[src/rtl/core/lgts_pkg.sv]
// Shared constants and types of the light grid trilinear sampler.
// No dependencies; used by every module of the block.
`default_nettype none

package lgts_pkg;

  // Grid geometry: 64 cells per axis, index = {x, y, z}
  localparam int unsigned AXIS_BITS = 6;
  localparam int unsigned IDX_BITS  = 3 * AXIS_BITS;
  localparam int unsigned CELLS     = 1 << IDX_BITS;
  localparam logic [AXIS_BITS-1:0] AXIS_TOP  = {AXIS_BITS{1'b1}};
  localparam logic [AXIS_BITS-1:0] AXIS_LAST = AXIS_TOP - 1'b1;

  // Fixed-point formats
  localparam int unsigned POS_BITS   = 16;
  localparam int unsigned FRAC_BITS  = 10;
  localparam int unsigned WGT_BITS   = FRAC_BITS + 1;
  localparam int unsigned CW_BITS    = 3 * FRAC_BITS + 1;   // corner weight, max 2^30
  localparam int unsigned CHAN_BITS  = 8;
  localparam int unsigned SUM_BITS   = CW_BITS + CHAN_BITS - 1;
  localparam int unsigned LIGHT_BITS = 15;
  localparam logic [WGT_BITS-1:0] WGT_ONE = WGT_BITS'(1 << FRAC_BITS);

  // floor(r / 255) = (r * RECIP_255) >> RECIP_SHIFT, exact for r < 2^22
  localparam int unsigned RECIP_SHIFT = 30;
  localparam logic [22:0] RECIP_255   = 23'd4210753;

  // Queue sizes
  localparam int unsigned CMD_DEPTH   = 2;
  localparam int unsigned CMD_PTR     = 1;
  localparam int unsigned OUT_DEPTH   = 4;
  localparam int unsigned OUT_PTR     = 2;
  localparam int unsigned CREDIT_BITS = 3;

  // Item codes
  localparam logic MODE_WRITE = 1'b0;
  localparam logic MODE_QUERY = 1'b1;

  // Classified item, front to engine
  typedef struct packed {
    logic                    mode;
    logic [IDX_BITS-1:0]     cell_index;
    logic [CHAN_BITS-1:0]    red;
    logic [CHAN_BITS-1:0]    green;
    logic [CHAN_BITS-1:0]    blue;
    logic [AXIS_BITS-1:0]    base_x;
    logic [AXIS_BITS-1:0]    base_y;
    logic [AXIS_BITS-1:0]    base_z;
    logic [WGT_BITS-1:0]     frac_x;
    logic [WGT_BITS-1:0]     frac_y;
    logic [WGT_BITS-1:0]     frac_z;
  } cmd_t;

  // Finished weighted sums of one query, engine to scaler
  typedef struct packed {
    logic                valid;
    logic [SUM_BITS-1:0] sum_r;
    logic [SUM_BITS-1:0] sum_g;
    logic [SUM_BITS-1:0] sum_b;
    logic [CW_BITS-1:0]  dark;
  } acc_t;

  // Engine status toward the front
  typedef struct packed {
    logic clearing;
  } eng_status_t;

endpackage

`default_nettype wire

[src/rtl/core/lgts_front.sv]
// Front end: accepts items, turns query positions into base cell and weight
// fraction per axis, and holds them in a two-entry command queue. Uses lgts_pkg.
`default_nettype none

module lgts_front (
  input  wire logic                            clk_i,
  input  wire logic                            rst_ni,
  input  wire lgts_pkg::eng_status_t           status_i,
  input  wire logic                            push,
  output logic                                 full,
  input  wire logic                            mode_i,
  input  wire logic [lgts_pkg::IDX_BITS-1:0]   cell_index_i,
  input  wire logic [lgts_pkg::CHAN_BITS-1:0]  cell_red_i,
  input  wire logic [lgts_pkg::CHAN_BITS-1:0]  cell_green_i,
  input  wire logic [lgts_pkg::CHAN_BITS-1:0]  cell_blue_i,
  input  wire logic signed [lgts_pkg::POS_BITS-1:0] pos_x_i,
  input  wire logic signed [lgts_pkg::POS_BITS-1:0] pos_y_i,
  input  wire logic signed [lgts_pkg::POS_BITS-1:0] pos_z_i,
  output logic                                 cmd_valid_o,
  output lgts_pkg::cmd_t                       cmd_o,
  input  wire logic                            cmd_pop_i
);

  localparam int unsigned LOC_BITS = lgts_pkg::AXIS_BITS + lgts_pkg::WGT_BITS;
  localparam int unsigned CNT_BITS = lgts_pkg::CMD_PTR + 1;

  // Offset by 4096 units (flip sign bit), split into base cell and fraction;
  // clamp to the far face when the base lands on the last cell
  function automatic logic [LOC_BITS-1:0] locate(logic [lgts_pkg::POS_BITS-1:0] pos);
    logic [lgts_pkg::POS_BITS-1:0]  u;
    logic [lgts_pkg::AXIS_BITS-1:0] base;
    u    = {~pos[lgts_pkg::POS_BITS-1], pos[lgts_pkg::POS_BITS-2:0]};
    base = u[lgts_pkg::POS_BITS-1 -: lgts_pkg::AXIS_BITS];
    if (base == lgts_pkg::AXIS_TOP) begin
      return {lgts_pkg::AXIS_LAST, lgts_pkg::WGT_ONE};
    end
    return {base, 1'b0, u[lgts_pkg::FRAC_BITS-1:0]};
  endfunction

  lgts_pkg::cmd_t             cmd_mem_q [lgts_pkg::CMD_DEPTH];
  lgts_pkg::cmd_t             cmd_new;
  logic [lgts_pkg::CMD_PTR-1:0] wr_ptr_q, rd_ptr_q;
  logic [CNT_BITS-1:0]        cnt_q, cnt_d;
  logic                       q_full;
  logic                       accept;
  logic                       pop_acc;

  // Classify and locate the incoming item
  always_comb begin
    cmd_new.mode       = mode_i;
    cmd_new.cell_index = cell_index_i;
    cmd_new.red        = cell_red_i;
    cmd_new.green      = cell_green_i;
    cmd_new.blue       = cell_blue_i;
    {cmd_new.base_x, cmd_new.frac_x} = locate(pos_x_i);
    {cmd_new.base_y, cmd_new.frac_y} = locate(pos_y_i);
    {cmd_new.base_z, cmd_new.frac_z} = locate(pos_z_i);
  end

  // Queue handshake; nothing is taken while the grid is being cleared
  assign q_full      = (cnt_q == CNT_BITS'(lgts_pkg::CMD_DEPTH));
  assign full        = q_full | status_i.clearing;
  assign accept      = push & ~full;
  assign cmd_valid_o = (cnt_q != '0);
  assign pop_acc     = cmd_pop_i & cmd_valid_o;
  assign cmd_o       = cmd_mem_q[rd_ptr_q];
  assign cnt_d       = cnt_q + CNT_BITS'(accept) - CNT_BITS'(pop_acc);

  // Pointers and fill count
  always_ff @(posedge clk_i or negedge rst_ni) begin
    if (!rst_ni) begin
      wr_ptr_q <= '0;
      rd_ptr_q <= '0;
      cnt_q    <= '0;
    end else begin
      if (accept) begin
        wr_ptr_q <= wr_ptr_q + 1'b1;
      end
      if (pop_acc) begin
        rd_ptr_q <= rd_ptr_q + 1'b1;
      end
      cnt_q <= cnt_d;
    end
  end

  // Queue storage
  always_ff @(posedge clk_i) begin
    if (accept) begin
      cmd_mem_q[wr_ptr_q] <= cmd_new;
    end
  end

endmodule

`default_nettype wire

[config.mk]
export PLATFORM = sky130hd
export DESIGN_NAME = lgts_front
export DESIGN_NICKNAME = d
export VERILOG_FILES = /design/src/rtl/core/lgts_pkg.sv /design/src/rtl/core/lgts_front.sv
export SDC_FILE = /design/constraint.sdc
export NUM_CORES = 1
export LEC_CHECK = 0
export ABC_AREA = 0
export BUFFER_PORTS_ARGS = -buffer_cell sky130_fd_sc_hd__buf_2
export CELL_PAD_IN_SITES_DETAIL_PLACEMENT = 0
export CELL_PAD_IN_SITES_GLOBAL_PLACEMENT = 2
export CORE_MARGIN = 1.5
export CORE_UTILIZATION = 35
export CTS_CLUSTER_SIZE = 14
export DETAILED_ROUTE_END_ITERATION = 16
export GPL_ROUTABILITY_DRIVEN = 0
export PLACE_DENSITY = 0.72
export REMOVE_ABC_BUFFERS = 1
export SYNTH_ARGS = -nofsm -noshare
export SYNTH_HDL_FRONTEND = slang
export SYNTH_SLANG_ARGS = --single-unit
[constraint.sdc]
create_clock -name clk_i -period 4.7 [get_ports clk_i]
set_input_delay 0.705 -clock clk_i [delete_from_list [all_inputs] [get_ports clk_i]]
set_output_delay 0.705 -clock clk_i [all_outputs]
set_load 0.01 [all_outputs]
==> metrics, run 1 <==
Boundary Pins=192; area growth from synthesis to layout=24.0%; kind of critical path=reg -> out; pwr/cell area=538 nW/um^2; sequential cell area fraction in the yosys report=0.763; H-tree depth reported by CTS=4; die footprint=22400 um^2; wirelength, routed=13.9 mm; Crit-path slowest cell=dfrtp_4; share of the synthesized area in the top cell type=0.750; Clock Skews=0.0116 ns; clock tree from TritonCTS=yes; Worst setup EP type=output pin; standard cell core area=21100 um^2; Worst-path clk slew=0.07 ns; clk sinks=192; cell area after synthesis=7530 um^2; leading post-synthesis cells by instance count=edfxtp_1 (188), mux2_4 (50), mux2_2 (44); async set-reset flop share out of synthesis=0.0208; port bufs=191; global-route wire length before repair=21.2 mm; number of max-capacitance violations reported=0; number of different library cells in the post-synthesis netlist=21; Yosys top cell by area=edfxtp_1; effective utilization at floorplan=0.357; # resized after CTS=0; Max VDD drop=0.241 mV; TritonCTS buffer count=17; pins over their slew limit=0; total gr overflow=0; number of enable-type register cells in the synthesized netlist=188; Synth Register Bits=192; number of antenna violations at the first check in global routing=0; vias in the first global route=4084; setup slack after placement=2.12 ns; Longest Clk Path Bufs=2; hold_buf cts=0; Static Leakage=0.00359 uW; worst slew pin tran=1.14 ns; final setup vio count=0; post-placement cell area=8750 um^2; outcome=completed; max_slew headroom=0.240; data arrival time at the worst-slack endpoint=2.30 ns; Critical Path Start=rd_ptr_q; Site Rows=53; Final Critical Period=3.00 ns; final cell area excluding filler cells=9330 um^2; slack of the worst reg-to-reg path=2.73 ns; Fin. Hold Viols=0; maximum number of pins on one net before global-route repair=57; Detail Route Antenna Nets=0; cell chosen for the clock root=clkbuf_16; final sum of negative setup slack=0 ns; clock network latency to the later pin of the worst-skew pair=0.42 ns; average size of a mapped cell=20.4 um^2; number of fillers in the final layout=1869; capture point of the worst path=cmd_o[32]; reg-to-reg endpoint=cmd_mem_q[0][56]; antenna cells=0; total number of yosys warnings=0; final critical-path setup slack=1.70 ns; R2R depth=4; detail-routed via count per cell=4.45; number of buffers inserted to repair setup after CTS=0; net count reported at finish=658; dominant cell by count in the synthesized netlist=edfxtp_1; post-synthesis instance total=369; wire length per cell after detailed routing=16.4 um; total iterations of the first detailed-routing run=4; count of vias placed by the detailed router=3773; global-route total usage across every layer=0.127; setup repair after global routing missed its margin=false; violation count after the first detailed-route iteration=210; DRC violations left=0; delay of the slowest cell on the worst path=0.84 ns; class of the most critical hold timing path=in -> async; crit path cell chain=buf_12 -> mux2_2 -> buf_2; top area cells in the synthesized netlist=edfxtp_1 (75%), mux2_4 (10%), mux2_2 (6.6%); fraction of layout cells with a size suffix above 1=0.572; RR Startpoint=cnt_q[1]; half-perimeter wire length after placement=8.99 mm; CP startpoint kind=register; die height=150 um; ratio of final minimum period to clock period=0.639; floorplan die width=150 um; top flip-flop cell by instance count after synthesis=edfxtp_1; max frequency=0.333 GHz; maximum fanout along the worst path=56; worst endpoint required time=3.99 ns
-- state kept, by name (all words and copies together), names as in the netlist --
name,flops
cmd_mem_q,188
wr_ptr_q,1
rd_ptr_q,1
cnt_q,2
-- area by class of cell --
type | instances | area, um^2 | share of cell area
well taps | 275 | 344 | 0.0369
clock inverters | 14 | 149 | 0.0160
repair buffers | 198 | 1020 | 0.109
flip-flops and latches | 192 | 5750 | 0.616
multi-input cells | 146 | 1620 | 0.174
inverters | 5 | 18.8 | 0.00201
clock buffers | 18 | 429 | 0.0460
-- routing by layer --
| layer | wire length, um | global-route usage | vias to the layer above | share of wire |
|---|---|---|---|---|
| met5 | 0 | 0 | - | 0 |
| met4 | 268 | 0.0495 | 0 | 0.019 |
| met3 | 978 | 0.0433 | 19 | 0.070 |
| met2 | 6860 | 0.209 | 124 | 0.49 |
| met1 | 5770 | 0.153 | 1847 | 0.42 |
| li1 | - | - | 1783 | - |
-- worst min path at each step --
stage,cells after the start,slack [ns],to,start
global placement,1,0.48,cnt_q[1],cnt_q[1]
finish,1,0.08,rd_ptr_q,rst_ni
floorplan,0,0.41,cnt_q[0],rst_ni
CTS,1,0.05,rd_ptr_q,rst_ni
global route,1,0.05,rd_ptr_q,rst_ni
detailed placement,1,0.51,cnt_q[1],cnt_q[1]
-- critical path: cells and delay by family, from the launching register on --
family   cells  cell delay, ns
mux          1            0.40
buf+inv      2            0.55
flops        1            0.84
-- kinds of logic (layout without fill, tap and decap cells) --
family        Yosys count  count (layout)  synth area share
flops                 192             192             0.763
mux                    94              94             0.166
simple gates           46              46            0.0392
buf+inv                31             235            0.0241
xor+xnor                4               4           0.00465
fa+ha+maj               2               2           0.00332
-- stage by stage --
stage	hold WS [ns]	cells	total power, uW	util
2_1_floorplan	0.409	343	3280	-
3_3_place_gp	0.475	816	3680	0.415
3_5_place_dp	0.506	816	3710	0.415
4_1_cts	0.0533	848	5110	0.443
5_1_grt	0.0498	848	5280	0.443
6_report	0.0772	848	5020	0.443
-- layout by cell type, fill, tap and decap left out, types with 2 or more instances in the layout --
cell type and instances:
clkinv_4 2, ha_1 2, mux2_4 50, clkbuf_16 17
nand2b_1 2, nor2_4 2, edfxtp_1 188, nor2b_1 27
xnor2_1 3, clkinvlp_4 3, buf_4 6, mux2_2 44
buf_2 191, nand4_1 3, inv_1 5, nor3b_1 2
dfrtp_1 3, inv_8 2, and2b_1 6, inv_6 4
-- report_power, final --
part | total [uW] | leakage, uW | internal [uW] | switching [uW]
logic | 1360 | 0.00155 | 714 | 650
registers | 2260 | 0.00177 | 2130 | 131
clock network | 1390 | 0.000275 | 750 | 642
total | 5020 | 0.00359 | 3600 | 1420
No activity file was read; power rests on OpenSTA's default activity.
==> run 2, diff against run 1 <==
--- a/config.mk
+++ b/config.mk
@@ -10,11 +10,11 @@
 export CELL_PAD_IN_SITES_DETAIL_PLACEMENT = 0
 export CELL_PAD_IN_SITES_GLOBAL_PLACEMENT = 2
 export CORE_MARGIN = 1.5
-export CORE_UTILIZATION = 35
+export CORE_UTILIZATION = 38
 export CTS_CLUSTER_SIZE = 14
 export DETAILED_ROUTE_END_ITERATION = 16
 export GPL_ROUTABILITY_DRIVEN = 0
-export PLACE_DENSITY = 0.72
+export PLACE_DENSITY = 0.75
 export REMOVE_ABC_BUFFERS = 1
 export SYNTH_ARGS = -nofsm -noshare
 export SYNTH_HDL_FRONTEND = slang
==> constraint.sdc (replaced) <==
create_clock -name clk_i -period 2.9 [get_ports clk_i]
set_input_delay 0.435 -clock clk_i [delete_from_list [all_inputs] [get_ports clk_i]]
set_output_delay 0.435 -clock clk_i [all_outputs]
set_load 0.01 [all_outputs]
==> run 2 against run 1 <==
Sequential share of layout area about the same. Non-clock buffer count increased by 3. Global-route usage increased by 0.49 points. Clock power increased by 58%. Register-to-register slack got worse by 1.7 ns. Via count increased by 1.1%. Die area decreased by 7.7%. Largest cell class unchanged.
==> metrics, run 2 (same netlist as run 1, synthesis figures left out) <==
Fin. Hold Viols=0 (unchanged); count of vias placed by the detailed router=3815 (+1.1%); detail-routed via count per cell=4.54 (+2.1%); combined flip-flop and latch cell area=5750 um^2 (unchanged); area growth from synthesis to layout=23.9% (about the same); Site Rows=51 (-3.8%); commonest non-fill, non-tap cells in the layout=buf_2 (191), edfxtp_1 (188), mux2_4 (50); Worst setup EP type=output pin; placed cell count=808 (-0.98%); worst endpoint required time=2.47 ns (-1.52 ns); post-route non-filler standard cell count=840 (-0.94%); Boundary Pins=192 (unchanged); number of fillers in the final layout=1705 (-8.8%); maximum fanout along the worst path=52 (-7.1%); Min-Delay Endpoint=cmd_mem_q[0][61]; port bufs=191 (unchanged); half-perimeter wire length after placement=9.05 mm (+0.72%); effective utilization at floorplan=0.387 (+0.0298); net count reported at finish=661 (+0.46%); worst slew pin tran=0.686 ns (-0.449 ns); final critical-path setup slack=0.690 ns (-1.01 ns); Hold Startpoint=cell_green_i[2]; class of the most critical hold timing path=in -> reg; wire length per cell after detailed routing=16.2 um (-0.82%); kind of critical path=reg -> out; Clock Skews=0.00481 ns (-0.00677 ns); Worst-path clk slew=0.07 ns (about the same); violation count after the first detailed-route iteration=126 (-40%); R2R depth=4 (unchanged); die footprint=20700 um^2 (-7.7%); die height=144 um (-3.9%); TritonCTS buffer count=17 (unchanged); slack of the worst reg-to-reg path=1.00 ns (-1.73 ns); final sum of negative setup slack=0 ns (unchanged); flip-flop count of the largest register after layout=188 (unchanged); data arrival time at the worst-slack endpoint=1.77 ns (-0.53 ns); area of the multi-input gates=1620 um^2 (-0.31%); wirelength, routed=13.6 mm (-1.8%); DRC violations left=0 (unchanged); standard cell core area=19500 um^2 (-7.7%); number of antenna violations at the first check in global routing=1 (+1); Detail Route Antenna Nets=0 (unchanged); worst hold stages=1; leading registers by flop count=cmd_mem_q x188, cnt_q x2; CP startpoint kind=register; H-tree depth reported by CTS=4 (unchanged); fraction of layout cells with a size suffix above 1=0.566 (-0.00622); register containing the most flip-flops in the final layout=cmd_mem_q; clock network latency to the later pin of the worst-skew pair=0.42 ns (about the same); setup repair after global routing missed its margin=false; final setup vio count=0 (unchanged); global-route wire length before repair=20.1 mm (-5.3%); most common cell after layout, fill and taps aside=buf_2; max frequency=0.453 GHz; Final Critical Period=2.21 ns; reg-to-reg endpoint=cmd_mem_q[0][56]; Longest Clk Path Bufs=2 (unchanged); global-route total usage across every layer=0.132 (+0.00495); setup slack after placement=0.877 ns (-1.24 ns); max_slew headroom=0.543 (+0.303); total gr overflow=0 (unchanged); number of buffers inserted to repair setup after CTS=0 (unchanged); RR Startpoint=cnt_q[1]; outcome=completed; Static Leakage=0.00359 uW (about the same); utilization after layout=0.479 (+0.0367); ratio of final minimum period to clock period=0.762; pins over their slew limit=0 (unchanged); number of max-capacitance violations reported=0 (unchanged); cell chosen for the clock root=clkbuf_16; clk sinks=192 (unchanged); vias in the first global route=3852 (-5.7%); floorplan die width=144 um (-3.9%); clock tree from TritonCTS=yes; total iterations of the first detailed-routing run=4 (unchanged); total power consumption of the routed design=8130 uW (+62%); maximum number of pins on one net before global-route repair=53 (-7.0%); pwr/cell area=872 nW/um^2 (+62%); Max VDD drop=0.513 mV (+110%)
==> run 2: metal layers <==
| metal | global-route usage | vias up | wire, um |
|---|---|---|---|
| met5 | 0 | - | 0 |
| met4 | 0.0548 | 0 | 218 |
| met3 | 0.0413 | 15 | 810 |
| met2 | 0.215 | 126 | 6750 |
| met1 | 0.163 | 1897 | 5850 |
| li1 | - | 1777 | - |
==> run 2: stage by stage <==
step,instance area (um^2),hold slack (ns)
final,9330,0.201
after global routing,9330,0.176
after CTS,9330,0.171
after detailed placement,8760,0.249
after global placement,8760,0.245
after floorplan,7370,0.139
==> run 2: final cells by class <==
class | count | share of cell area
multi-input cells | 146 | 0.173
repair buffers | 201 | 0.113
diodes | 1 | 0.000268
flip-flops and latches | 192 | 0.616
clock buffers | 19 | 0.0464
clock inverters | 11 | 0.0126
well taps | 265 | 0.0355
inverters | 5 | 0.00201
==> run 2: worst max path at each step <==
stage          startpoint          endpoint  slack [ns]  cells after the start
5_1_grt          rd_ptr_q         cmd_o[90]        0.63                      3
3_5_place_dp     status_i  cmd_mem_q[0][73]        0.88                      4
4_1_cts          rd_ptr_q         cmd_o[21]        0.65                      3
6_report         rd_ptr_q         cmd_o[29]        0.69                      3
3_3_place_gp     status_i  cmd_mem_q[1][82]        0.90                      4
2_1_floorplan    status_i   cmd_mem_q[0][0]       -2.25                      2
==> run 2: critical path, stage by stage, from the launching register on <==
cell and delay, ns:
dfrtp_4 0.44, buf_12 0.32, mux2_2 0.40, buf_2 0.14
==> run 2: timing repair <==
| action | 4_1_cts | 5_1_grt |
|---|---|---|
| hold endpoints to repair | 4 | 0 |
| hold buffers | 1 | 0 |
| gates resized for setup | 0 | 0 |
==> run 2: power by group <==
part | switching (uW) | leakage, uW | total (uW) | internal (uW)
clock | 950 | 0.000259 | 2200 | 1250
combinational | 1190 | 0.00157 | 2380 | 1190
sequential | 94.7 | 0.00177 | 3550 | 3460
